$ cat config.mk
export PLATFORM = sky130hd
export DESIGN_NAME = imu_burst_frame_crc_checker_top_flat
export DESIGN_NICKNAME = d
export VERILOG_FILES = /design/src/rtl/ifcc_pkg.sv /design/src/rtl/ifcc_channels.sv /design/src/rtl/imu_burst_frame_crc_checker_top.sv /design/src/rtl/ifcc_crc_update.sv /design/src/rtl/ifcc_frame_ctrl.sv /design/src/flat_wrapper.sv
export SDC_FILE = /design/constraint.sdc
export NUM_CORES = 1
export LEC_CHECK = 0
export BUFFER_PORTS_ARGS = -buffer_cell sky130_fd_sc_hd__buf_2
export CAP_MARGIN = 20
export CELL_PAD_IN_SITES_DETAIL_PLACEMENT = 0
export CELL_PAD_IN_SITES_GLOBAL_PLACEMENT = 1
export CORE_AREA = 2 2 118 120
export CTS_CLUSTER_SIZE = 8
export DETAILED_ROUTE_END_ITERATION = 6
export DIE_AREA = 0 0 120 122
export PLACE_DENSITY = 0.72
export SLEW_MARGIN = 0
export SYNTH_ARGS = -nofsm -noshare
export SYNTH_HDL_FRONTEND = slang
export SYNTH_HIERARCHICAL = 1
export SYNTH_SLANG_ARGS = --single-unit
export TNS_END_PERCENT = 30
$ cat constraint.sdc
create_clock -name i_clk -period 6.75 [get_ports i_clk]
set_input_delay 0.3375 -clock i_clk [delete_from_list [all_inputs] [get_ports i_clk]]
set_output_delay 0.3375 -clock i_clk [all_outputs]
set_load 0.02 [all_outputs]
$ cat src/rtl/ifcc_pkg.sv
`timescale 1ns / 1ps
// Package: frame layout constants, result type and CRC-32 column table.
package ifcc_pkg;

    localparam int unsigned WORD_W     = 16;
    localparam int unsigned IDX_W      = 5;
    localparam int unsigned SLOT_W     = 4;
    localparam int unsigned CRC_W      = 32;
    localparam int unsigned COL_N      = CRC_W + WORD_W;

    localparam logic [CRC_W-1:0] CRC_POLY = 32'hEDB8_8320;
    localparam logic [CRC_W-1:0] CRC_INIT = 32'hFFFF_FFFF;

    localparam logic [IDX_W-1:0] FRAME_WORDS   = 5'd19;
    localparam logic [IDX_W-1:0] CRC_FIRST     = 5'd2;
    localparam logic [IDX_W-1:0] CRC_LAST      = 5'd16;
    localparam logic [IDX_W-1:0] RXCRC_LOW_IDX = 5'd17;
    localparam logic [IDX_W-1:0] LAST_WORD     = 5'd18;
    localparam logic [IDX_W-1:0] SLOT_SPECIAL  = 5'd3;
    localparam logic [IDX_W-1:0] SLOT_FIRST    = 5'd4;
    localparam logic [IDX_W-1:0] SLOT_LAST     = 5'd15;
    localparam logic [IDX_W-1:0] SLOT_OFFSET   = 5'd3;
    localparam logic [SLOT_W-1:0] SLOT_OF_WORD3 = 4'd13;

    typedef logic [COL_N-1:0][CRC_W-1:0] t_crc_cols;

    typedef struct packed {
        logic [WORD_W-1:0] out_word;
        logic [SLOT_W-1:0] slot;
        logic              slot_valid;
        logic              frame_done;
        logic              crc_ok;
    } t_result;

    // Bitwise reflected CRC over one 16-bit word, low byte first.
    // Elaboration only: builds the column table below.
    function automatic logic [CRC_W-1:0] crc16_serial(
        input logic [CRC_W-1:0]  crc,
        input logic [WORD_W-1:0] w
    );
        logic [CRC_W-1:0] c;
        c = crc;
        for (int b = 0; b < WORD_W; b++) begin
            c = c ^ {{(CRC_W-1){1'b0}}, w[b]};
            c = c[0] ? ((c >> 1) ^ CRC_POLY) : (c >> 1);
        end
        return c;
    endfunction

    // The word update is linear over GF(2): one column per state bit
    // and per data bit.
    function automatic t_crc_cols crc_cols();
        t_crc_cols cols;
        for (int j = 0; j < CRC_W; j++) begin
            cols[j] = crc16_serial(CRC_W'(1) << j, '0);
        end
        for (int k = 0; k < WORD_W; k++) begin
            cols[CRC_W+k] = crc16_serial('0, WORD_W'(1) << k);
        end
        return cols;
    endfunction

endpackage

$ cat src/rtl/ifcc_channels.sv
`timescale 1ns / 1ps
// Interfaces: input word channel and result word channel.
interface ifcc_in_if;
    logic                         valid;
    logic                         ready;
    logic [ifcc_pkg::WORD_W-1:0]  rx_word;
    logic                         frame_start;

    modport source (output valid, output rx_word, output frame_start, input ready);
    modport sink   (input valid, input rx_word, input frame_start, output ready);
endinterface

interface ifcc_out_if;
    logic                         valid;
    logic                         ready;
    logic [ifcc_pkg::WORD_W-1:0]  out_word;
    logic [ifcc_pkg::SLOT_W-1:0]  slot;
    logic                         slot_valid;
    logic                         frame_done;
    logic                         crc_ok;

    modport source (output valid, output out_word, output slot, output slot_valid,
                    output frame_done, output crc_ok, input ready);
    modport sink   (input valid, input out_word, input slot, input slot_valid,
                    input frame_done, input crc_ok, output ready);
endinterface

$ cat src/rtl/imu_burst_frame_crc_checker_top.sv
`timescale 1ns / 1ps
// Top level: burst frame CRC checker with input and result registers.
//
//  Channel  Dir  Payload                                          Accept
//  i_in     in   rx_word[15:0], frame_start                       valid & ready
//  o_out    out  out_word[15:0], slot[3:0], slot_valid,
//                frame_done, crc_ok                               valid & ready
//
// One word per cycle sustained while the sink keeps ready high. A word
// sits in the input register, the frame logic (parallel CRC-32 xor network,
// index and slot decode) is combinational, and the result register
// holds the outcome. Frame state updates when a word moves into the result
// register. Reset (synchronous, active low) empties both registers, clears the
// word index and presets the CRC to all ones. When the sink stalls, the input
// register still takes one more word; ready drops only when both registers are
// full.
module imu_burst_frame_crc_checker_top (
    input  logic           i_clk,
    input  logic           i_rst_n,
    ifcc_in_if.sink        i_in,
    ifcc_out_if.source     o_out
);

    // input register
    logic                         r_in_vld;
    logic [ifcc_pkg::WORD_W-1:0]  r_in_word;
    logic                         r_in_start;

    // result register
    logic                         r_out_vld;
    ifcc_pkg::t_result            r_out;

    logic                         advance;
    logic                         in_take;
    ifcc_pkg::t_result            result;
    logic [ifcc_pkg::IDX_W-1:0]   cur_index;

    assign advance    = r_in_vld && (!r_out_vld || o_out.ready);
    assign i_in.ready = !r_in_vld || advance;
    assign in_take    = i_in.valid && i_in.ready;

    ifcc_frame_ctrl u_frame (
        .i_clk     (i_clk),
        .i_rst_n   (i_rst_n),
        .i_advance (advance),
        .i_word    (r_in_word),
        .i_start   (r_in_start),
        .o_result  (result),
        .o_index   (cur_index)
    );

    always_ff @(posedge i_clk) begin
        if (!i_rst_n) begin
            r_in_vld  <= 1'b0;
            r_out_vld <= 1'b0;
        end else begin
            if (in_take) begin
                r_in_vld <= 1'b1;
            end else if (advance) begin
                r_in_vld <= 1'b0;
            end
            if (advance) begin
                r_out_vld <= 1'b1;
            end else if (o_out.ready) begin
                r_out_vld <= 1'b0;
            end
        end
    end

    always_ff @(posedge i_clk) begin
        if (in_take) begin
            r_in_word  <= i_in.rx_word;
            r_in_start <= i_in.frame_start;
        end
        if (advance) begin
            r_out <= result;
        end
    end

    assign o_out.valid      = r_out_vld;
    assign o_out.out_word   = r_out.out_word;
    assign o_out.slot       = r_out.slot;
    assign o_out.slot_valid = r_out.slot_valid;
    assign o_out.frame_done = r_out.frame_done;
    assign o_out.crc_ok     = r_out.crc_ok;

`ifndef ASSERT_OFF
    // the word index never leaves the frame
    a_index_range: assert property (@(posedge i_clk) disable iff (!i_rst_n)
        cur_index < ifcc_pkg::FRAME_WORDS)
        else $error("word index out of frame range");

    // a CRC pass only comes with the last word, which has no slot
    a_ok_with_done: assert property (@(posedge i_clk) disable iff (!i_rst_n)
        r_out_vld && r_out.crc_ok |-> r_out.frame_done && !r_out.slot_valid)
        else $error("crc_ok outside last word");

    // slot code and slot flag agree
    a_slot_flag: assert property (@(posedge i_clk) disable iff (!i_rst_n)
        r_out_vld |-> ((r_out.slot != '0) == r_out.slot_valid))
        else $error("slot and slot_valid disagree");

    // apart from a start flag or the last word, a word moving on steps the index by one
    a_index_step: assert property (@(posedge i_clk) disable iff (!i_rst_n)
        advance && !r_in_start && (cur_index != ifcc_pkg::LAST_WORD) |=>
        cur_index == $past(cur_index) + 1'b1)
        else $error("word index did not step");
`endif

endmodule

$ cat src/rtl/ifcc_crc_update.sv
`timescale 1ns / 1ps
// Parallel reflected CRC-32 update over one 16-bit word.
module ifcc_crc_update (
    input  logic [ifcc_pkg::CRC_W-1:0]  i_crc,
    input  logic [ifcc_pkg::WORD_W-1:0] i_word,
    output logic [ifcc_pkg::CRC_W-1:0]  o_crc
);

    localparam ifcc_pkg::t_crc_cols Cols = ifcc_pkg::crc_cols();

    always_comb begin
        o_crc = '0;
        for (int j = 0; j < ifcc_pkg::CRC_W; j++) begin
            if (i_crc[j]) begin
                o_crc = o_crc ^ Cols[j];
            end
        end
        for (int k = 0; k < ifcc_pkg::WORD_W; k++) begin
            if (i_word[k]) begin
                o_crc = o_crc ^ Cols[ifcc_pkg::CRC_W+k];
            end
        end
    end

endmodule

$ cat src/rtl/ifcc_frame_ctrl.sv
`timescale 1ns / 1ps
// Frame tracking: word index, running CRC, slot decode and CRC check.
module ifcc_frame_ctrl (
    input  logic                         i_clk,
    input  logic                         i_rst_n,
    input  logic                         i_advance,
    input  logic [ifcc_pkg::WORD_W-1:0]  i_word,
    input  logic                         i_start,
    output ifcc_pkg::t_result            o_result,
    output logic [ifcc_pkg::IDX_W-1:0]   o_index
);

    logic [ifcc_pkg::IDX_W-1:0]  r_index, n_index;
    logic [ifcc_pkg::CRC_W-1:0]  r_crc, n_crc;
    logic [ifcc_pkg::WORD_W-1:0] r_rxcrc_low, n_rxcrc_low;

    logic [ifcc_pkg::IDX_W-1:0]  idx;
    logic [ifcc_pkg::CRC_W-1:0]  crc_in;
    logic [ifcc_pkg::CRC_W-1:0]  crc_upd;

    ifcc_crc_update u_crc (
        .i_crc  (crc_in),
        .i_word (i_word),
        .o_crc  (crc_upd)
    );

    always_comb begin
        // start flag or an unreachable index both mean word zero
        if (i_start || (r_index >= ifcc_pkg::FRAME_WORDS)) begin
            idx = '0;
        end else begin
            idx = r_index;
        end
        crc_in = (idx == '0) ? ifcc_pkg::CRC_INIT : r_crc;

        n_crc = crc_in;
        if ((idx >= ifcc_pkg::CRC_FIRST) && (idx <= ifcc_pkg::CRC_LAST)) begin
            n_crc = crc_upd;
        end

        n_rxcrc_low = r_rxcrc_low;
        if (idx == ifcc_pkg::RXCRC_LOW_IDX) begin
            n_rxcrc_low = i_word;
        end

        n_index = (idx == ifcc_pkg::LAST_WORD) ? '0 : idx + 1'b1;

        o_result.out_word   = i_word;
        o_result.slot       = '0;
        o_result.slot_valid = 1'b0;
        if (idx == ifcc_pkg::SLOT_SPECIAL) begin
            o_result.slot       = ifcc_pkg::SLOT_OF_WORD3;
            o_result.slot_valid = 1'b1;
        end else if ((idx >= ifcc_pkg::SLOT_FIRST) && (idx <= ifcc_pkg::SLOT_LAST)) begin
            o_result.slot       = ifcc_pkg::SLOT_W'(idx - ifcc_pkg::SLOT_OFFSET);
            o_result.slot_valid = 1'b1;
        end
        o_result.frame_done = (idx == ifcc_pkg::LAST_WORD);
        o_result.crc_ok     = (idx == ifcc_pkg::LAST_WORD) &&
                              ({i_word, r_rxcrc_low} == ~crc_in);
    end

    always_ff @(posedge i_clk) begin
        if (!i_rst_n) begin
            r_index     <= '0;
            r_crc       <= ifcc_pkg::CRC_INIT;
            r_rxcrc_low <= '0;
        end else if (i_advance) begin
            r_index     <= n_index;
            r_crc       <= n_crc;
            r_rxcrc_low <= n_rxcrc_low;
        end
    end

    assign o_index = r_index;

endmodule

$ cat src/flat_wrapper.sv
// flat-port wrapper written by rule: the top's interface ports become plain ports
module imu_burst_frame_crc_checker_top_flat 
  (i_clk, i_rst_n, i_in_valid, i_in_rx_word, i_in_frame_start, i_in_ready, o_out_valid, o_out_out_word, o_out_slot, o_out_slot_valid, o_out_frame_done, o_out_crc_ok, o_out_ready);
  ifcc_in_if i_in_i ();
  ifcc_out_if o_out_i ();
  input  logic i_clk;
  input  logic i_rst_n;
  input wire logic [$bits(i_in_i.valid)-1:0] i_in_valid;
  input wire logic [$bits(i_in_i.rx_word)-1:0] i_in_rx_word;
  input wire logic [$bits(i_in_i.frame_start)-1:0] i_in_frame_start;
  output wire logic [$bits(i_in_i.ready)-1:0] i_in_ready;
  output wire logic [$bits(o_out_i.valid)-1:0] o_out_valid;
  output wire logic [$bits(o_out_i.out_word)-1:0] o_out_out_word;
  output wire logic [$bits(o_out_i.slot)-1:0] o_out_slot;
  output wire logic [$bits(o_out_i.slot_valid)-1:0] o_out_slot_valid;
  output wire logic [$bits(o_out_i.frame_done)-1:0] o_out_frame_done;
  output wire logic [$bits(o_out_i.crc_ok)-1:0] o_out_crc_ok;
  input wire logic [$bits(o_out_i.ready)-1:0] o_out_ready;
  assign i_in_i.valid = i_in_valid;
  assign i_in_i.rx_word = i_in_rx_word;
  assign i_in_i.frame_start = i_in_frame_start;
  assign i_in_ready = i_in_i.ready;
  assign o_out_valid = o_out_i.valid;
  assign o_out_out_word = o_out_i.out_word;
  assign o_out_slot = o_out_i.slot;
  assign o_out_slot_valid = o_out_i.slot_valid;
  assign o_out_frame_done = o_out_i.frame_done;
  assign o_out_crc_ok = o_out_i.crc_ok;
  assign o_out_i.ready = o_out_ready;
  imu_burst_frame_crc_checker_top u_core (.i_clk(i_clk), .i_rst_n(i_rst_n), .i_in(i_in_i), .o_out(o_out_i));
endmodule
# After elaboration in Yosys (flattened, before gate mapping)
# Index checks and enable logic that the tools add are counted.
# totals
output_inout_bits	25
reg_bits	95
elab_cells	145
# op_classes
add_sub_neg	2
n_lt_le_gt_ge	5
n_mux	57
eq_ne	4
n_reduce_logical	15
bitwise	49
# ops
op	count
2-to-1 mux 32 bit	12
2-to-1 mux 31 bit	8
2-to-1 mux 30 bit	6
inverter 14 bit	12
2-to-1 mux 29 bit	4
inverter 15 bit	6
2-to-1 mux 28 bit	2
2-to-1 mux 27 bit	2
inverter 12 bit	4
inverter 11 bit	4
inverter 11 -> 12 bit	3
== test 32 bit	1
inverter 16 bit	2
inverter 32 bit	1
2-to-1 mux 5 bit	4
inverter 1 bit	17
2-to-1 mux 16 bit	1
2-to-1 mux 15 bit	1
2-to-1 mux 14 bit	1
2-to-1 mux 13 bit	1
2-to-1 mux 12 bit	1
2-to-1 mux 11 bit	1
== test 5 bit (second input constant)	2
2-to-1 mux 10 bit	1
23 further kinds	35

# Logic depth before layout (Yosys ltp)
# Gate-level depths: netlist of the first run.
# depth
depth_word	86
mapped_depth	15
ltp_nobuf	13

# Cells and area by module
# The synthesis of the first run kept the hierarchy.
# by_module_without_submodules
mod	n_inst	cells_each	area_each_um2
ifcc_frame_ctrl	1	402	3110.5
ifcc_crc_update	1	125	1433.9
imu_burst_frame_crc_checker_top	1	49	1305.0

# Worst setup path before layout of the first run
# OpenSTA, ideal clock, no wires.
# synth_timing
path_kind	register -> register
start	register u_core.u_frame.r_index, in the netlist u_core/u_frame/o_index[0]
end	register u_core/u_frame/r_crc[19] (netlist name)
arrival_time_ps	3526
path_slack_ps	3090
path_stages_with_launch	16
n_path_buf	2
path_cell_list	dfxtp_1 buf_2 a211o_2 a21oi_1 and2_1 inv_1 ha_1 nand2_1 clkbuf_1 nand2b_1 xnor2_2 xor3_4 xor2_1 xnor3_1 inv_1 a31oi_1
# synth_between
word_cells_on_any_way	60
cone_classes	order compare (3); mux (35); bitwise (19); reduce/logical (3)
# synth_rtl
element	line_no	rtl
start: declaration	ifcc_frame_ctrl.sv:13	logic [ifcc_pkg::IDX_W-1:0] r_index, n_index;
start signal: assignment	ifcc_frame_ctrl.sv:69	r_index <= n_index;
>= comparator 5 bit	ifcc_frame_ctrl.sv:29	if (i_start || (r_index >= ifcc_pkg::FRAME_WORDS)) begin
logical OR 1 bit	ifcc_frame_ctrl.sv:29	
2-to-1 mux 5 bit *	ifcc_frame_ctrl.sv:29	
zero test 5 bit *	ifcc_frame_ctrl.sv:34	crc_in = (idx == '0) ? ifcc_pkg::CRC_INIT : r_crc;
2-to-1 mux 32 bit *	ifcc_frame_ctrl.sv:34	
net u_core.u_frame.crc_in, one bit	ifcc_frame_ctrl.sv:18	logic [ifcc_pkg::CRC_W-1:0] crc_in;
2-to-1 mux 32 bit *	ifcc_crc_update.sv:14	if (i_crc[j]) begin
inverter 14 bit (no line)	-	
[30 not listed]	-	
inverter 14 bit (no line)	-	
2-to-1 mux 30 bit *	ifcc_crc_update.sv:19	if (i_word[k]) begin
inverter 14 bit (no line)	-	
2-to-1 mux 31 bit *	ifcc_crc_update.sv:19	
inverter 14 bit (no line)	-	
2-to-1 mux 32 bit *	ifcc_crc_update.sv:19	
net u_core.u_frame.crc_upd, one bit	ifcc_frame_ctrl.sv:19	logic [ifcc_pkg::CRC_W-1:0] crc_upd;
2-to-1 mux 32 bit *	ifcc_frame_ctrl.sv:37	if ((idx >= ifcc_pkg::CRC_FIRST) && (idx <= ifcc_pkg::CRC_LAST)) begin
end signal: assignment	ifcc_frame_ctrl.sv:66	r_crc <= ifcc_pkg::CRC_INIT;
end signal: assignment	ifcc_frame_ctrl.sv:70	r_crc <= n_crc;
end: declaration	ifcc_frame_ctrl.sv:14	logic [ifcc_pkg::CRC_W-1:0] r_crc, n_crc;
# Mark *: on every way through the listed nets, which the timed path passes. The rest lies on a longest branch.
# A chain may end at the register's enable or synchronous reset.

# Final worst setup path of the first run
# layout_timing
start	register u_core.u_frame.r_index, in the netlist u_core/u_frame/o_index[2]
end	register u_core/u_frame/r_crc[19] (netlist name)
# The elaborated chain is that of the path after synthesis.

==> qor.txt, run 1 <==
Core Util, Final: 0.473
Min-Delay Endpoint: u_core/r_in_word[4]
Max-cap viol count: 0
Final nets: 617
#FFs+latches synth: 95
Ports: 46
Hold depth: 1
Period Utilization, post-route: 0.623
Pwr/cell area: 221 nW/um2
Die Y: 122 um
Met1 Wirelength: 6170 um
Antenna Violating Nets Remaining: 0
Synth-to-layout area growth: 9.13%
Mapped Avg Cell Area: 10.2 um2
Main synth FF type: dfxtp_1
Largest net degree at the start of global routing: 65
Slew Limit Fails: 0
Starting density of the core: 0.433
Via Count: 4,043
Max_slew headroom: 0.476
Core ar.: 13,500 um2
DIE AREA: 14,600 um2
Slew @ Worst Pin: 786 ps
Vias per cell: 5.21
Row count: 43
Worst Hold Launch: i_in_rx_word[4]
Area share of the largest cell type after synthesis: 0.205
Global-route wire length before repair: 21,400 um
Count leader, synth: xnor2_1
Synth top cells by count: xnor2_1 (86), dfxtp_1 (55), inv_1 (44)
Status: completed
Detailed Routing Iterations Pass 1: 4
Skew-Pair Late Insertion Delay: 350 ps
Number of buffers added on ports: 45
Drt drc: 0
Ranking of synthesized cells by area: edfxtp_1 (21%), dfxtp_1 (19%), xnor2_1 (13%)
CP Class: flop to flop
Reg-to-reg startpoint: u_core/u_frame/o_index[2]
Total CTS buffers: 9
TNS Setup: 0 ps
# diodes: 0
Peak supply drop: 112 uV
Cells after Synth: 576
Syn. warnings: 6
Die width: 120 um
Clk buf depth: 2
Final HPWL DP: 9880 um
Tot GR Track Use: 0.192
DR WL/cell: 17.4 um
RSZ-0062 raised after global routing: false
Antenna violations before repair: 0
Clk root buf: clkbuf_16
FFs w/ async S/R, synth: 0
Filler cell count: 1,298
Sequential Area: 2300 um2
Hold Vio Cnt, Final: 0
Mapped Area: 5850 um2
Post-CTS Setup Inserts: 0
Post-DP Area: 6080 um2
Total Power: 1410 uW
DR iter-0 viols: 279
Net Count, Synth: 602
Fmax: 0.238 GHz
Count of cell types in the netlist: 70
Setup violators final: 0
Layout cell share with drive strength beyond 1: 0.166
Tmin final: 4210 ps
Hold WC Path Type: input pin to flop
Final WL: 13,500 um
Gr ovfl total: 0
Finished Cell Area: 6380 um2
H-tree lvl count: 3
Sequential area share after synthesis: 0.394
Gp weighted congestion: 0.878
CTS tree: yes
Hold_ws: 162 ps
Static Leak: 0.00237 uW
Fin Clk Skew: 9.72 ps
CTS clk-pin slew, worst paths: 70 ps
Setup crit start kind: flop
Hold buffer count at cts: 0
Number of synthesized flops with an enable pin: 40
Reg2Reg Depth: 14
CP Capture Type: flop
Post-CTS Resized: 0
Worst path arrival time: 4400 ps
Vias in the first global route: 3,931
Max FO, Critical Path: 33
WL met3: 592 um
Metal2 WL: 6610 um
Reg2Reg Capture Point: u_core/u_frame/r_crc[19]
Max Used Layer: met4
Worst Path Required: 6950 ps
Multi-input gate area: 3140 um2
Worst reg-to-reg setup slack: 2540 ps
Synth area leader: edfxtp_1
Clock sink count: 95
cells by family (layout without fill, tap and decap cells):
kind of cell,after synthesis,in the layout,synth area share
compound gates,93,93,0.110
simple gates,147,147,0.137
buf+inv,89,109,0.0702
fa+ha+maj,5,5,0.0107
mux,1,1,0.00171
flops,95,95,0.394
xor+xnor,146,146,0.277
sequential cells by signal, indices dropped and copies added (netlist names):
register	flops
u_core/o_out.slot	4
u_core/o_out.frame_done	1
u_core/r_in_start	1
u_core/o_out.slot_valid	1
u_core/r_in_word	16
u_core/r_in_vld	1
u_core/o_out.valid	1
u_core/u_frame/o_index	5
u_core/o_out.crc_ok	1
u_core/u_frame/r_crc	32
u_core/u_frame/r_rxcrc_low	16
u_core/o_out.out_word	16
layout make-up:
cell class              count  share of cell area
inverters                  44              0.0259
clock inverters             4             0.00431
well taps                 180              0.0353
repair buffers             49              0.0412
multi-input cells         392               0.492
flip-flops and latches     95               0.361
clock buffers              12              0.0404
worst max-delay path: stages (launching register included):
cell      delay [ps]
dfxtp_1          460
a211o_2          360
a21oi_1          280
and2_1           260
inv_1            100
ha_1             260
nand2_1           80
buf_4            350
nand2b_1         150
xnor2_2          520
xor3_4           560
xor2_1           280
xnor3_1          270
inv_1             60
a31oi_1           60
how the worst max path moves through the flow:
stage / startpoint / end / cells after the start / slack [ps]
final: u_core/u_frame/o_index[2] / u_core/u_frame/r_crc[19] / 14 / 2540
after global routing: u_core/u_frame/o_index[2] / u_core/u_frame/r_crc[19] / 14 / 2310
after CTS: u_core/u_frame/o_index[2] / u_core/u_frame/r_crc[19] / 14 / 2570
after detailed placement: u_core/u_frame/o_index[1] / u_core/u_frame/r_crc[19] / 14 / 2600
after global placement: u_core/u_frame/o_index[2] / u_core/u_frame/r_crc[30] / 14 / 2710
after floorplan: u_core/u_frame/o_index[0] / u_core/u_frame/r_crc[19] / 15 / 3090
through the flow:
stage / worst slack (ps) / cells
6_report: 2540 / 776
5_1_grt: 2310 / 776
4_1_cts: 2570 / 775
3_5_place_dp: 2600 / 759
3_3_place_gp: 2710 / 759
2_1_floorplan: 3090 / 576
placed cells by master (no fill, tap or decap), types with 2 or more instances in the layout:
| cell type | count |
|---|---|
| xnor2_1 | 86 |
| dfxtp_1 | 55 |
| buf_2 | 45 |
| inv_1 | 44 |
| nand2_1 | 42 |
| edfxtp_1 | 40 |
| nor3_1 | 34 |
| a31oi_1 | 34 |
| nand2b_1 | 31 |
| xor2_1 | 30 |
| a21oi_1 | 23 |
| xnor2_2 | 12 |
| clkbuf_16 | 10 |
| nor2_1 | 9 |
| xnor3_1 | 8 |
| nand3_1 | 7 |
| ha_1 | 5 |
| nor4_1 | 4 |
| xor2_2 | 4 |
| buf_4 | 3 |
| a221oi_1 | 3 |
| nand4_1 | 3 |
| xnor2_4 | 3 |
| clkinv_2 | 2 |
| clkbuf_1 | 2 |
| o21a_1 | 2 |
| and2_1 | 2 |
| a21o_1 | 2 |
| o21ai_0 | 2 |
| a22oi_1 | 2 |
| nor4bb_1 | 2 |
| a31o_2 | 2 |
power breakdown:
part / switching, uW / internal [uW]
Sequential: 17.3 / 614
Combinational: 157 / 136
Clock: 217 / 273
Total: 390 / 1020
per-layer routing:
| metal | global-route usage | up-vias |
|---|---|---|
| met5 | 0 | - |
| met4 | 0.0493 | 0 |
| met3 | 0.0421 | 8 |
| met2 | 0.330 | 81 |
| met1 | 0.245 | 1977 |
| li1 | - | 1977 |
No activity file was read; power rests on OpenSTA's default activity.
==> run 2: changes to the inputs <==
--- a/config.mk
+++ b/config.mk
@@ -9,10 +9,10 @@
 export CAP_MARGIN = 20
 export CELL_PAD_IN_SITES_DETAIL_PLACEMENT = 0
 export CELL_PAD_IN_SITES_GLOBAL_PLACEMENT = 1
-export CORE_AREA = 2 2 118 120
+export CORE_AREA = 2 2 120 122
 export CTS_CLUSTER_SIZE = 8
 export DETAILED_ROUTE_END_ITERATION = 6
-export DIE_AREA = 0 0 120 122
+export DIE_AREA = 0 0 122 124
 export PLACE_DENSITY = 0.72
 export SLEW_MARGIN = 0
 export SYNTH_ARGS = -nofsm -noshare
==> constraint.sdc (replaced) <==
create_clock -name i_clk -period 3.6 [get_ports i_clk]
set_input_delay 0.18 -clock i_clk [delete_from_list [all_inputs] [get_ports i_clk]]
set_output_delay 0.18 -clock i_clk [all_outputs]
set_load 0.02 [all_outputs]
==> run 2 against run 1 <==
  * Worst hold slack worse by 150 ps
  * First-iteration DRC count rose by 35%
  * Die area up 3.3%
  * Non-clock buffer count increased by 42
  * Combinational power rose by 100%
  * Clock power increased by 94%
  * Cell area grew 6.4%
  * Critical path depth unchanged
  * Critical path type unchanged
==> qor.txt, run 2 (synthesis results as in run 1) <==
Max FFs per register: 32 (unchanged)
Antenna Violating Nets Remaining: 0 (unchanged)
Core ar.: 13,700 um2 (+1.6%)
Max FO, Critical Path: 33 (unchanged)
DR iter-0 viols: 376 (+35%)
CP Capture Type: flop
Total CTS buffers: 9 (unchanged)
Placed insts: 788 (+3.8%)
Static Leak: 0.00259 uW (+9.1%)
Via Count: 4,288 (+6.1%)
Most common cell after layout, fill and taps aside: xnor2_1
Peak supply drop: 241 uV (+110%)
Clk buf depth: 2 (unchanged)
Final nets: 659 (+6.8%)
Most frequent cells in the layout: xnor2_1 (84), dfxtp_1 (55), buf_2 (45)
DIE AREA: 15,100 um2 (+3.3%)
Number of buffers added on ports: 45 (unchanged)
Vias per cell: 5.24 (+0.61%)
Max-cap viol count: 0 (unchanged)
Hold WC Path Type: input pin to flop
Antenna violations before repair: 0 (unchanged)
Die width: 122 um (+1.7%)
Die Y: 124 um (+1.6%)
Setup crit start kind: flop
Gr ovfl total: 0 (unchanged)
Tot GR Track Use: 0.206 (+0.0142)
Hold Vio Cnt, Final: 0 (unchanged)
Vias in the first global route: 4,241 (+7.9%)
Worst Path Required: 3820 ps (-3130 ps)
Fmax: 0.294 GHz (+23%)
Ports: 46 (unchanged)
Period Utilization, post-route: 0.946 (+0.323)
CP Class: flop to flop
CTS clk-pin slew, worst paths: 70 ps (about the same)
Starting density of the core: 0.426 (-0.00679)
Fin Clk Skew: 5.59 ps (-4.13 ps)
Clock sink count: 95 (unchanged)
Detailed Routing Iterations Pass 1: 5 (+1)
Clk root buf: clkbuf_16
Gp weighted congestion: 0.898 (+2.3%)
Slew @ Worst Pin: 812 ps (+25.4 ps)
Largest net degree at the start of global routing: 65 (unchanged)
RSZ-0062 raised after global routing: false
# diodes: 0 (unchanged)
DR WL/cell: 17.8 um (+2.4%)
CTS tree: yes
Most flops, register: u_core/u_frame/r_crc
TNS Setup: 0 ps (unchanged)
H-tree lvl count: 3 (unchanged)
Status: completed
Slew Limit Fails: 0 (unchanged)
Drt drc: 0 (unchanged)
Pwr/cell area: 401 nW/um2 (+81%)
Max_slew headroom: 0.459 (-0.0169)
Setup violators final: 0 (unchanged)
Worst path arrival time: 3630 ps (-770 ps)
Row count: 43 (unchanged)
Final HPWL DP: 10,600 um (+7.0%)
Layout cell share with drive strength beyond 1: 0.210 (+0.0439)
Skew-Pair Late Insertion Delay: 350 ps (about the same)
Final WL: 14,600 um (+8.0%)
Fin cells: 818 (+5.4%)
Synth-to-layout area growth: 16.1%
Global-route wire length before repair: 23,300 um (+8.7%)
Tmin final: 3410 ps (-800 ps)
[run 2: changes by cell type in the layout (fill, tap and decap cells not counted)]
cell / delta
a21oi_1: -1
a21oi_2: +1
buf_12: +2
buf_4: +30
bufinv_16: +1
clkbuf_1: -1
clkbuf_16: -1
clkinv_1: +1
clkinv_4: -1
clkinvlp_4: +1
dlygate4sd3_1: +10
xnor2_1: -2
xnor2_4: +2
[run 2: area by class of cell]
cell class	count	area, um2
fillers	1288	6930
multi-input cells	392	3180
flip-flops and latches	95	2300
repair buffers	91	628
clock buffers	10	229
well taps	180	225
inverters	44	165
clock inverters	6	60.1
[run 2: worst paths after layout]
check / startpoint / to / slack (ps) / cells past startpoint
setup / recovery: u_core/u_frame/o_index[1] / u_core/u_frame/r_crc[19] / 190 / 14
hold / removal: i_in_rx_word[10] / u_core/r_in_word[10] / 9 / 1
setup reg to reg: u_core/u_frame/o_index[1] / u_core/u_frame/r_crc[19] / 190 / 14
hold reg to reg: u_core/u_frame/r_rxcrc_low[9] / u_core/u_frame/r_rxcrc_low[9] / 470 / 2
[run 2: repair_timing]
action | 4_1_cts | 5_1_grt
endpoints found under the setup margin | 0 | 22
hold buffers | 9 | 1
endpoints found under the hold margin | 9 | 1
setup buffers | 0 | 3
resized for setup | 0 | 4
[run 2: critical path: stages, from the launching register on]
cell and delay, ps:
dfxtp_1 310, a211o_2 330, a21oi_2 210, and2_1 210
inv_1 80, ha_1 210, nand2_1 100, buf_12 210
nand2b_1 160, xnor2_4 310, xor3_4 500, xor2_1 250
xnor3_1 250, inv_1 60, a31oi_1 60
[run 2: where the power goes]
| group | switching (uW) | internal (uW) | total [uW] |
|---|---|---|---|
| clock network | 415 | 536 | 952 |
| registers | 29.4 | 1150 | 1180 |
| logic | 305 | 290 | 594 |
[run 2: layer usage]
layer  GRT usage  part of all wire  vias to the layer above
li1            -                 -                     2073
met1       0.267              0.46                     2067
met2       0.343              0.47                      127
met3      0.0462             0.053                       21
met4      0.0675             0.018                        0
met5           0                 0                        -
[run 2: stage by stage]
stage | hold slack (ps) | setup WS (ps) | utilization | power (uW) | area, um2
after CTS | 1.36 | 51.7 | 0.490 | 2750 | 6720
after floorplan | 279 | 83.0 | - | 1650 | 5860
after global placement | 356 | 154 | 0.462 | 1780 | 6340
after detailed placement | 358 | 110 | 0.462 | 1780 | 6340
final | 9.50 | 195 | 0.495 | 2730 | 6790
after global routing | 0.337 | 14.4 | 0.495 | 2850 | 6790
